==> src/rtl/drpi_pkg.sv <==
package drpi_pkg;

   // Field widths
   localparam int unsigned FWD_W     = 24;
   localparam int unsigned YAW_W     = 21;
   localparam int unsigned DT_W      = 16;
   localparam int unsigned POS_W     = 32;
   localparam int unsigned HEAD_W    = 19;
   localparam int unsigned START_W   = 12;
   localparam int unsigned REQ_W     = 64;
   localparam int unsigned RSP_W     = 88;

   // Datapath widths
   localparam int unsigned MUL_A_W   = 27;
   localparam int unsigned MUL_B_W   = 32;
   localparam int unsigned PROD_W    = MUL_A_W + MUL_B_W;
   localparam int unsigned WRAP_W    = 23;
   localparam int unsigned Z_W       = 28;
   localparam int unsigned VEC_W     = 32;
   localparam int unsigned MAX_STEPS = 24;
   localparam int unsigned ATAN_IDX_W = 5;

   // Configuration register indexes
   localparam int unsigned CSR_ADDR_W = 1;
   localparam logic [CSR_ADDR_W-1:0] CSR_START_X = 1'd0;
   localparam logic [CSR_ADDR_W-1:0] CSR_START_Y = 1'd1;

   localparam logic [START_W-1:0] START_X_RST = 12'd350;
   localparam logic [START_W-1:0] START_Y_RST = 12'd537;

   // Angle constants
   localparam logic signed [WRAP_W-1:0] PI_Q16      = 23'sd205888;
   localparam logic signed [WRAP_W-1:0] TWO_PI_Q16  = 23'sd411775;
   localparam logic signed [Z_W-1:0]    PI_Q24      = 28'sd52707179;
   localparam logic signed [Z_W-1:0]    HALF_PI_Q24 = 28'sd26353589;
   localparam logic signed [VEC_W-1:0]  GAIN_Q30    = 32'sd652032874;

   typedef struct packed {
      logic load;
      logic step;
   } drpi_cordic_ctrl_type;

   typedef enum logic [9:0] {
      ST_IDLE  = 10'b00_0000_0001,
      ST_HMUL  = 10'b00_0000_0010,
      ST_HDIFF = 10'b00_0000_0100,
      ST_WRAP  = 10'b00_0000_1000,
      ST_ROT   = 10'b00_0001_0000,
      ST_MULX  = 10'b00_0010_0000,
      ST_ACCX  = 10'b00_0100_0000,
      ST_MULY  = 10'b00_1000_0000,
      ST_ACCY  = 10'b01_0000_0000,
      ST_DONE  = 10'b10_0000_0000
   } drpi_state_type;

   function automatic logic signed [Z_W-1:0] atan_q24(input logic [ATAN_IDX_W-1:0] idx);
      logic signed [Z_W-1:0] val;
      unique case (idx)
         5'd0:    val = 28'sd13176795;
         5'd1:    val = 28'sd7778716;
         5'd2:    val = 28'sd4110060;
         5'd3:    val = 28'sd2086331;
         5'd4:    val = 28'sd1047215;
         5'd5:    val = 28'sd524118;
         5'd6:    val = 28'sd262123;
         5'd7:    val = 28'sd131070;
         5'd8:    val = 28'sd65536;
         5'd9:    val = 28'sd32768;
         5'd10:   val = 28'sd16384;
         5'd11:   val = 28'sd8192;
         5'd12:   val = 28'sd4096;
         5'd13:   val = 28'sd2048;
         5'd14:   val = 28'sd1024;
         5'd15:   val = 28'sd512;
         5'd16:   val = 28'sd256;
         5'd17:   val = 28'sd128;
         5'd18:   val = 28'sd64;
         5'd19:   val = 28'sd32;
         5'd20:   val = 28'sd16;
         5'd21:   val = 28'sd8;
         5'd22:   val = 28'sd4;
         5'd23:   val = 28'sd2;
         default: val = 28'sd0;
      endcase
      return val;
   endfunction

endpackage

==> src/rtl/drpi_mult.sv <==
module drpi_mult
   import drpi_pkg::*;
(
   input  logic                      clock,
   input  logic                      en,
   input  logic signed [MUL_A_W-1:0] a,
   input  logic signed [MUL_B_W-1:0] b,
   output logic signed [PROD_W-1:0]  prod_ff
);

   logic signed [PROD_W-1:0] prod_in;

   assign prod_in = PROD_W'(a) * PROD_W'(b);

   // hold product until the next operation
   always_ff @(posedge clock) begin
      if (en) begin
         prod_ff <= prod_in;
      end
   end

endmodule

==> src/rtl/drpi_cordic.sv <==
module drpi_cordic
   import drpi_pkg::*;
#(
   parameter int unsigned NSTEPS = 16
)
(
   input  logic                      clock,
   input  logic                      reset,
   input  drpi_cordic_ctrl_type      ctrl,
   input  logic signed [HEAD_W-1:0]  angle,
   output logic                      last_step,
   output logic signed [VEC_W-1:0]   cos_out,
   output logic signed [VEC_W-1:0]   sin_out
);

   localparam int unsigned CW = $clog2(NSTEPS);

   logic signed [VEC_W-1:0] x_ff, x_in;
   logic signed [VEC_W-1:0] y_ff, y_in;
   logic signed [Z_W-1:0]   z_ff, z_in;
   logic                    neg_ff, neg_in;
   logic [CW-1:0]           cnt_ff, cnt_in;

   logic signed [Z_W-1:0]   z_ext;
   logic signed [VEC_W-1:0] dx, dy;
   logic signed [Z_W-1:0]   atan_val;

   assign z_ext    = {{(Z_W-HEAD_W-8){angle[HEAD_W-1]}}, angle, 8'b0};
   assign dx       = y_ff >>> cnt_ff;
   assign dy       = x_ff >>> cnt_ff;
   assign atan_val = atan_q24(ATAN_IDX_W'(cnt_ff));

   assign last_step = (cnt_ff == CW'(NSTEPS - 1));
   assign cos_out   = neg_ff ? -x_ff : x_ff;
   assign sin_out   = neg_ff ? -y_ff : y_ff;

   always_comb begin
      x_in   = x_ff;
      y_in   = y_ff;
      z_in   = z_ff;
      neg_in = neg_ff;
      cnt_in = cnt_ff;
      if (ctrl.load) begin
         // fold the angle into [-pi/2, pi/2] and negate the result later
         x_in   = GAIN_Q30;
         y_in   = '0;
         cnt_in = '0;
         priority if (z_ext > HALF_PI_Q24) begin
            z_in   = z_ext - PI_Q24;
            neg_in = 1'b1;
         end else if (z_ext < -HALF_PI_Q24) begin
            z_in   = z_ext + PI_Q24;
            neg_in = 1'b1;
         end else begin
            z_in   = z_ext;
            neg_in = 1'b0;
         end
      end else if (ctrl.step) begin
         cnt_in = cnt_ff + 1'b1;
         if (!z_ff[Z_W-1]) begin
            x_in = x_ff - dx;
            y_in = y_ff + dy;
            z_in = z_ff - atan_val;
         end else begin
            x_in = x_ff + dx;
            y_in = y_ff - dy;
            z_in = z_ff + atan_val;
         end
      end
   end

   always_ff @(posedge clock) begin
      if (reset) begin
         cnt_ff <= '0;
      end else begin
         cnt_ff <= cnt_in;
      end
   end

   always_ff @(posedge clock) begin
      x_ff   <= x_in;
      y_ff   <= y_in;
      z_ff   <= z_in;
      neg_ff <= neg_in;
   end

endmodule

==> src/rtl/dead_reckoning_pose_integrator_core.sv <==
// A request accepted on req_tvalid/tready passes HMUL, HDIFF, WRAP, ROT (N CORDIC
// steps, N = min(CORDIC_STEPS, 24)), MULX, ACCX, MULY, ACCY and DONE to rsp_tvalid.
// Requests are taken only in IDLE, one at a time; the single CORDIC rotator
// iterates once per step and the shared multiplier is used three times.
// Reset (synchronous, active high) clears heading and position to zero and
// restores start_x = 350, start_y = 537.
module dead_reckoning_pose_integrator_core
   import drpi_pkg::*;
#(
   parameter int unsigned CORDIC_STEPS = 16
)
(
   input  logic                  clock,
   input  logic                  reset,
   // Input stream
   input  logic                  req_tvalid,
   output logic                  req_tready,
   // [23:0] forward_move, [44:24] yaw_rate, [60:45] time_step, [63:61] zero
   input  logic [REQ_W-1:0]      req_tdata,
   // Result stream
   output logic                  rsp_tvalid,
   input  logic                  rsp_tready,
   // [31:0] map_x, [63:32] map_y, [82:64] heading, [87:83] zero
   output logic [RSP_W-1:0]      rsp_tdata,
   // Configuration write port
   input  logic                  csr_we,
   input  logic [CSR_ADDR_W-1:0] csr_addr,
   input  logic [START_W-1:0]    csr_wdata
);

   localparam int unsigned NSTEPS = (CORDIC_STEPS > MAX_STEPS) ? MAX_STEPS : CORDIC_STEPS;

   // ------------------------------------------------------------------
   // State
   // ------------------------------------------------------------------
   drpi_state_type state_ff, state_in;

   logic signed [HEAD_W-1:0]  heading_ff, heading_in;
   logic [POS_W-1:0]          rel_x_ff, rel_x_in;
   logic [POS_W-1:0]          rel_y_ff, rel_y_in;
   logic [START_W-1:0]        start_x_ff, start_x_in;
   logic [START_W-1:0]        start_y_ff, start_y_in;

   // Per-transaction operands
   logic signed [MUL_A_W-1:0] dist_ff, dist_in;   // forward_move * 5, Q.16 pixels
   logic signed [YAW_W-1:0]   yaw_ff, yaw_in;
   logic [DT_W-1:0]           dt_ff, dt_in;
   logic signed [WRAP_W-1:0]  wrap_ff, wrap_in;   // heading + pi - dt*yaw_rate, before modulo

   // Output register
   logic                      rsp_valid_ff, rsp_valid_in;
   logic [RSP_W-1:0]          rsp_data_ff, rsp_data_in;

   // ------------------------------------------------------------------
   // Shared multiplier and CORDIC rotator
   // ------------------------------------------------------------------
   logic signed [MUL_A_W-1:0] mul_a;
   logic signed [MUL_B_W-1:0] mul_b;
   logic                      mul_en;
   logic signed [PROD_W-1:0]  prod;

   drpi_cordic_ctrl_type      cordic_ctrl;
   logic                      cordic_last;
   logic signed [VEC_W-1:0]   cos_val, sin_val;

   logic signed [HEAD_W-1:0]  heading_new;

   drpi_mult u_mult (
      .clock   (clock),
      .en      (mul_en),
      .a       (mul_a),
      .b       (mul_b),
      .prod_ff (prod)
   );

   drpi_cordic #(
      .NSTEPS (NSTEPS)
   ) u_cordic (
      .clock     (clock),
      .reset     (reset),
      .ctrl      (cordic_ctrl),
      .angle     (heading_new),
      .last_step (cordic_last),
      .cos_out   (cos_val),
      .sin_out   (sin_val)
   );

   // ------------------------------------------------------------------
   // Datapath helpers
   // ------------------------------------------------------------------
   logic signed [PROD_W-1:0]  prod_r16, prod_r30;
   logic signed [WRAP_W-1:0]  head_step;
   logic [POS_W-1:0]          move_px;
   logic signed [FWD_W-1:0]   req_fwd;
   logic signed [MUL_A_W-1:0] req_fwd_ext;

   // round Q.32 -> Q.16 and Q.46 -> Q.16, floor after adding half
   assign prod_r16  = (prod + PROD_W'(64'sd32768)) >>> 16;
   assign prod_r30  = (prod + PROD_W'(64'sd536870912)) >>> 30;
   assign head_step = prod_r16[WRAP_W-1:0];
   assign move_px   = prod_r30[POS_W-1:0];

   assign heading_new = HEAD_W'(wrap_ff - PI_Q16);

   assign req_fwd     = req_tdata[FWD_W-1:0];
   assign req_fwd_ext = MUL_A_W'(req_fwd);

   assign req_tready = (state_ff == ST_IDLE);

   // ------------------------------------------------------------------
   // Sequencer
   // ------------------------------------------------------------------
   always_comb begin
      state_in     = state_ff;
      heading_in   = heading_ff;
      rel_x_in     = rel_x_ff;
      rel_y_in     = rel_y_ff;
      start_x_in   = start_x_ff;
      start_y_in   = start_y_ff;
      dist_in      = dist_ff;
      yaw_in       = yaw_ff;
      dt_in        = dt_ff;
      wrap_in      = wrap_ff;
      rsp_valid_in = rsp_valid_ff;
      rsp_data_in  = rsp_data_ff;
      mul_en       = 1'b0;
      mul_a        = MUL_A_W'($signed({1'b0, dt_ff}));
      mul_b        = MUL_B_W'(yaw_ff);
      cordic_ctrl  = '0;

      // drop the result once the downstream side takes it
      if (rsp_valid_ff && rsp_tready) begin
         rsp_valid_in = 1'b0;
      end

      // configuration writes must arrive only while idle; the block does not enforce this
      if (csr_we) begin
         unique case (csr_addr)
            CSR_START_X: start_x_in = csr_wdata;
            CSR_START_Y: start_y_in = csr_wdata;
            default: ;
         endcase
      end

      unique case (state_ff)
         ST_IDLE: begin
            if (req_tvalid) begin
               // latch the transaction; distance in pixels = 4*fwd + fwd
               dist_in  = (req_fwd_ext <<< 2) + req_fwd_ext;
               yaw_in   = req_tdata[FWD_W +: YAW_W];
               dt_in    = req_tdata[FWD_W+YAW_W +: DT_W];
               state_in = ST_HMUL;
            end
         end
         ST_HMUL: begin
            // dt * yaw_rate on the shared multiplier
            mul_en   = 1'b1;
            state_in = ST_HDIFF;
         end
         ST_HDIFF: begin
            wrap_in  = WRAP_W'(heading_ff) + PI_Q16 - head_step;
            state_in = ST_WRAP;
         end
         ST_WRAP: begin
            // reduce modulo 2*pi, one add or subtract per cycle, then commit the heading and load the CORDIC
            priority if (wrap_ff[WRAP_W-1]) begin
               wrap_in = wrap_ff + TWO_PI_Q16;
            end else if (wrap_ff >= TWO_PI_Q16) begin
               wrap_in = wrap_ff - TWO_PI_Q16;
            end else begin
               heading_in       = heading_new;
               cordic_ctrl.load = 1'b1;
               state_in         = ST_ROT;
            end
         end
         ST_ROT: begin
            cordic_ctrl.step = 1'b1;
            if (cordic_last) begin
               state_in = ST_MULX;
            end
         end
         ST_MULX: begin
            mul_en   = 1'b1;
            mul_a    = dist_ff;
            mul_b    = cos_val;
            state_in = ST_ACCX;
         end
         ST_ACCX: begin
            rel_x_in = rel_x_ff + move_px;
            state_in = ST_MULY;
         end
         ST_MULY: begin
            mul_en   = 1'b1;
            mul_a    = dist_ff;
            mul_b    = sin_val;
            state_in = ST_ACCY;
         end
         ST_ACCY: begin
            rel_y_in = rel_y_ff + move_px;
            state_in = ST_DONE;
         end
         ST_DONE: begin
            // hold until the output register is free, then load the pose
            if (!rsp_valid_ff || rsp_tready) begin
               rsp_valid_in = 1'b1;
               rsp_data_in  = {5'b0,
                               heading_ff,
                               rel_y_ff + {4'b0, start_y_ff, 16'b0},
                               rel_x_ff + {4'b0, start_x_ff, 16'b0}};
               state_in     = ST_IDLE;
            end
         end
         default: begin
            state_in = ST_IDLE;
         end
      endcase
   end

   // ------------------------------------------------------------------
   // Registers
   // ------------------------------------------------------------------
   always_ff @(posedge clock) begin
      if (reset) begin
         state_ff     <= ST_IDLE;
         heading_ff   <= '0;
         rel_x_ff     <= '0;
         rel_y_ff     <= '0;
         start_x_ff   <= START_X_RST;
         start_y_ff   <= START_Y_RST;
         rsp_valid_ff <= 1'b0;
      end else begin
         state_ff     <= state_in;
         heading_ff   <= heading_in;
         rel_x_ff     <= rel_x_in;
         rel_y_ff     <= rel_y_in;
         start_x_ff   <= start_x_in;
         start_y_ff   <= start_y_in;
         rsp_valid_ff <= rsp_valid_in;
      end
   end

   always_ff @(posedge clock) begin
      dist_ff     <= dist_in;
      yaw_ff      <= yaw_in;
      dt_ff       <= dt_in;
      wrap_ff     <= wrap_in;
      rsp_data_ff <= rsp_data_in;
   end

   assign rsp_tvalid = rsp_valid_ff;
   assign rsp_tdata  = rsp_data_ff;

endmodule
==> config.mk <==
export PLATFORM = sky130hd
export DESIGN_NAME = dead_reckoning_pose_integrator_core
export DESIGN_NICKNAME = d
export VERILOG_FILES = /design/src/rtl/drpi_pkg.sv /design/src/rtl/drpi_mult.sv /design/src/rtl/drpi_cordic.sv /design/src/rtl/dead_reckoning_pose_integrator_core.sv
export SDC_FILE = /design/constraint.sdc
export NUM_CORES = 2
export LEC_CHECK = 0
export BUFFER_PORTS_ARGS = -buffer_cell sky130_fd_sc_hd__buf_2
export CAP_MARGIN = 25
export CORE_MARGIN = 1
export CORE_UTILIZATION = 50
export CTS_CLUSTER_DIAMETER = 30
export DETAILED_ROUTE_END_ITERATION = 16
export PLACE_DENSITY = 0.63
export SLEW_MARGIN = 20
export SYNTH_ARGS = -nofsm -noshare
export SYNTH_HDL_FRONTEND = slang
export SYNTH_HIERARCHICAL = 1
export SYNTH_SLANG_ARGS = --single-unit
==> constraint.sdc <==
create_clock -name clock -period 13.1 [get_ports clock]
set_clock_uncertainty 0.15 [all_clocks]
set_input_delay 3.93 -clock clock [delete_from_list [all_inputs] [get_ports clock]]
set_output_delay 3.93 -clock clock [all_outputs]
set_load 0.05 [all_outputs]
==> qor.txt <==
Max cap viols: 0
DR pass1 iterations: 12
DRC Markers: 1
Warnings, synthesis: 6
Vias in the first global route: 54662
Register clock-pin slew on the reported worst setup and hold paths: 0.05 ns
Pin count of the biggest net entering global routing: 118
Ports: 172
HP Class: reg -> reg
Setup violators final: 0
First-pass GRT wire length: 299 mm
Total CTS buffers: 110
Area Overhead vs Synth: 9.06%
Final period utilization: 0.905
Worst-Skew Late Latency: 0.75 ns
Worst R2R End: u_mult/prod_ff[58]
Worst-path maximum fanout: 13
CTS tree: built
Postcts setup bufs: 0
Clk root buf: clkbuf_16
GR Util All Layers: 0.279
Crit path DAT: 12.28 ns
Clock Path Buffers: 3
DRT Wirelength: 188 mm
Minimum clock period: 11.85 ns
Violated checks: DRC
R2R depth: 31
Slew headroom: 0.260
Vias per cell: 5.69
Worst setup path category: reg -> reg
Hold Vio Cnt, Final: 0
CP Launch Type: flip-flop
Initial Util: 0.504
Remaining global-route overflow: 0
CP peak stage delay: 0.75 ns
CTS resizes: 0
Hold Buf Count CTS: 0
Avg Inst Size Synth: 8.85 um^2
Synth Cell Area: 0.0671 mm^2
Setup slack, reg-to-reg: 1.25 ns
Slowest CP cell: fa_1
Core Region: 0.133 mm^2
Clock sink total: 452
CP Launch Point: u_cordic/y_ff[6]
Fillers: 12124
Via count: 53482
Worst path required time: 13.52 ns
Detailed Place HPWL: 140 mm
Post-Syn Instances: 7584
CP Capture Point: u_mult/prod_ff[58]
Reg2reg start: u_cordic/y_ff[6]
Actual slew at the worst max-slew pin: 1.11 ns
CTS H-tree lvls: 3
Max-slew violations: 0
WL/cell: 20.0 um
CP dominant cell by count: fa_1
RSZ-0062 raised after global routing: false
First DRT Iteration DRCs: 3965
Die Wd: 368 um
Die H: 368 um
PortBufs: 163
Hold depth: 2
F_max: 84.4 MHz
Setup TNS: 0 ns
# rows: 134
Share of layout cells above drive strength 1: 0.0828
Antenna-violating nets left: 0
GP Congestion: 0.922
Full die area: 0.136 mm^2
Crit. End Element: flip-flop
Initial antenna violation count: 2
Final nets: 8961
Status: finished with violations
## worst min-delay path by stage
stage                    from             end
2_1_floorplan   heading_ff[0]   rsp_tdata[64]
3_3_place_gp   start_x_ff[10]  start_x_ff[10]
3_5_place_dp    start_y_ff[8]   start_y_ff[8]
4_1_cts        start_x_ff[11]  start_x_ff[11]
5_1_grt          rel_x_ff[12]   rsp_tdata[12]
6_report       start_x_ff[11]  start_x_ff[11]
## cells in the final DEF (no fill, tap or decap), types with 205 or more instances in the layout
cell type,instances
fa_1,895
o21ai_0,221
nor2_1,355
xnor2_1,298
edfxtp_1,243
ha_1,443
inv_1,1092
a21oi_1,427
nand2_1,1058
and2_1,385
dfxtp_1,205
## registers in the layout (all words and copies together) (netlist names)
name               cells
u_cordic/neg_ff        1
heading_ff            19
start_y_ff            12
rel_y_ff              32
rel_x_ff              32
yaw_ff                21
u_cordic/y_ff         32
u_cordic/x_ff         32
u_cordic/z_ff         28
wrap_ff               23
rsp_tvalid             1
u_cordic/atan_val     23
u_cordic/cnt_ff        4
dt_ff                 16
state_ff              10
rsp_tdata             83
dist_ff               27
start_x_ff            12
u_mult/prod_ff        44
## area by class of cell
| cell class | count | area, um^2 | share of cell area |
|---|---|---|---|
| antenna | 1 | 2.50 | 0.0000342 |
| clock buffer | 133 | 2960 | 0.0405 |
| clock inverter | 75 | 1070 | 0.0147 |
| inverter | 1100 | 4130 | 0.0564 |
| multi-input combinational | 5641 | 49900 | 0.682 |
| sequential | 452 | 11500 | 0.157 |
| tap | 1768 | 2210 | 0.0302 |
| timing repair buffer | 236 | 1410 | 0.0192 |
## critical path, delay by kind of cell, from the launching register on
family          cells  cell delay, ns
fa+ha+maj           8            4.28
compound gates      7            2.41
flops               1            0.47
buf+inv             6            0.64
simple gates        9            3.55
xor+xnor            1            0.16
## through the flow
step                cells  area, um^2   util  hold slack [ns]  setup WS [ns]
floorplan            7588       67100      -            0.280           2.79
global placement     9194       69100  0.518            0.298           1.41
detailed placement   9195       69100  0.519            0.303           1.31
CTS                  9403       73200  0.549            0.309           1.31
global route         9406       73200  0.549            0.328          0.808
finish               9406       73200  0.549            0.306           1.25
## layer usage
layer,global-route usage,share of wire,vias to the layer above
met1,0.373,0.43,26462
met2,0.454,0.46,1796
met5,0,0.000069,-
li1,-,-,24861
met4,0.0950,0.032,2
met3,0.0503,0.073,361
Power is not shown: default switching activity piles up to over one toggle a cycle in this logic, so the estimate is an artifact.
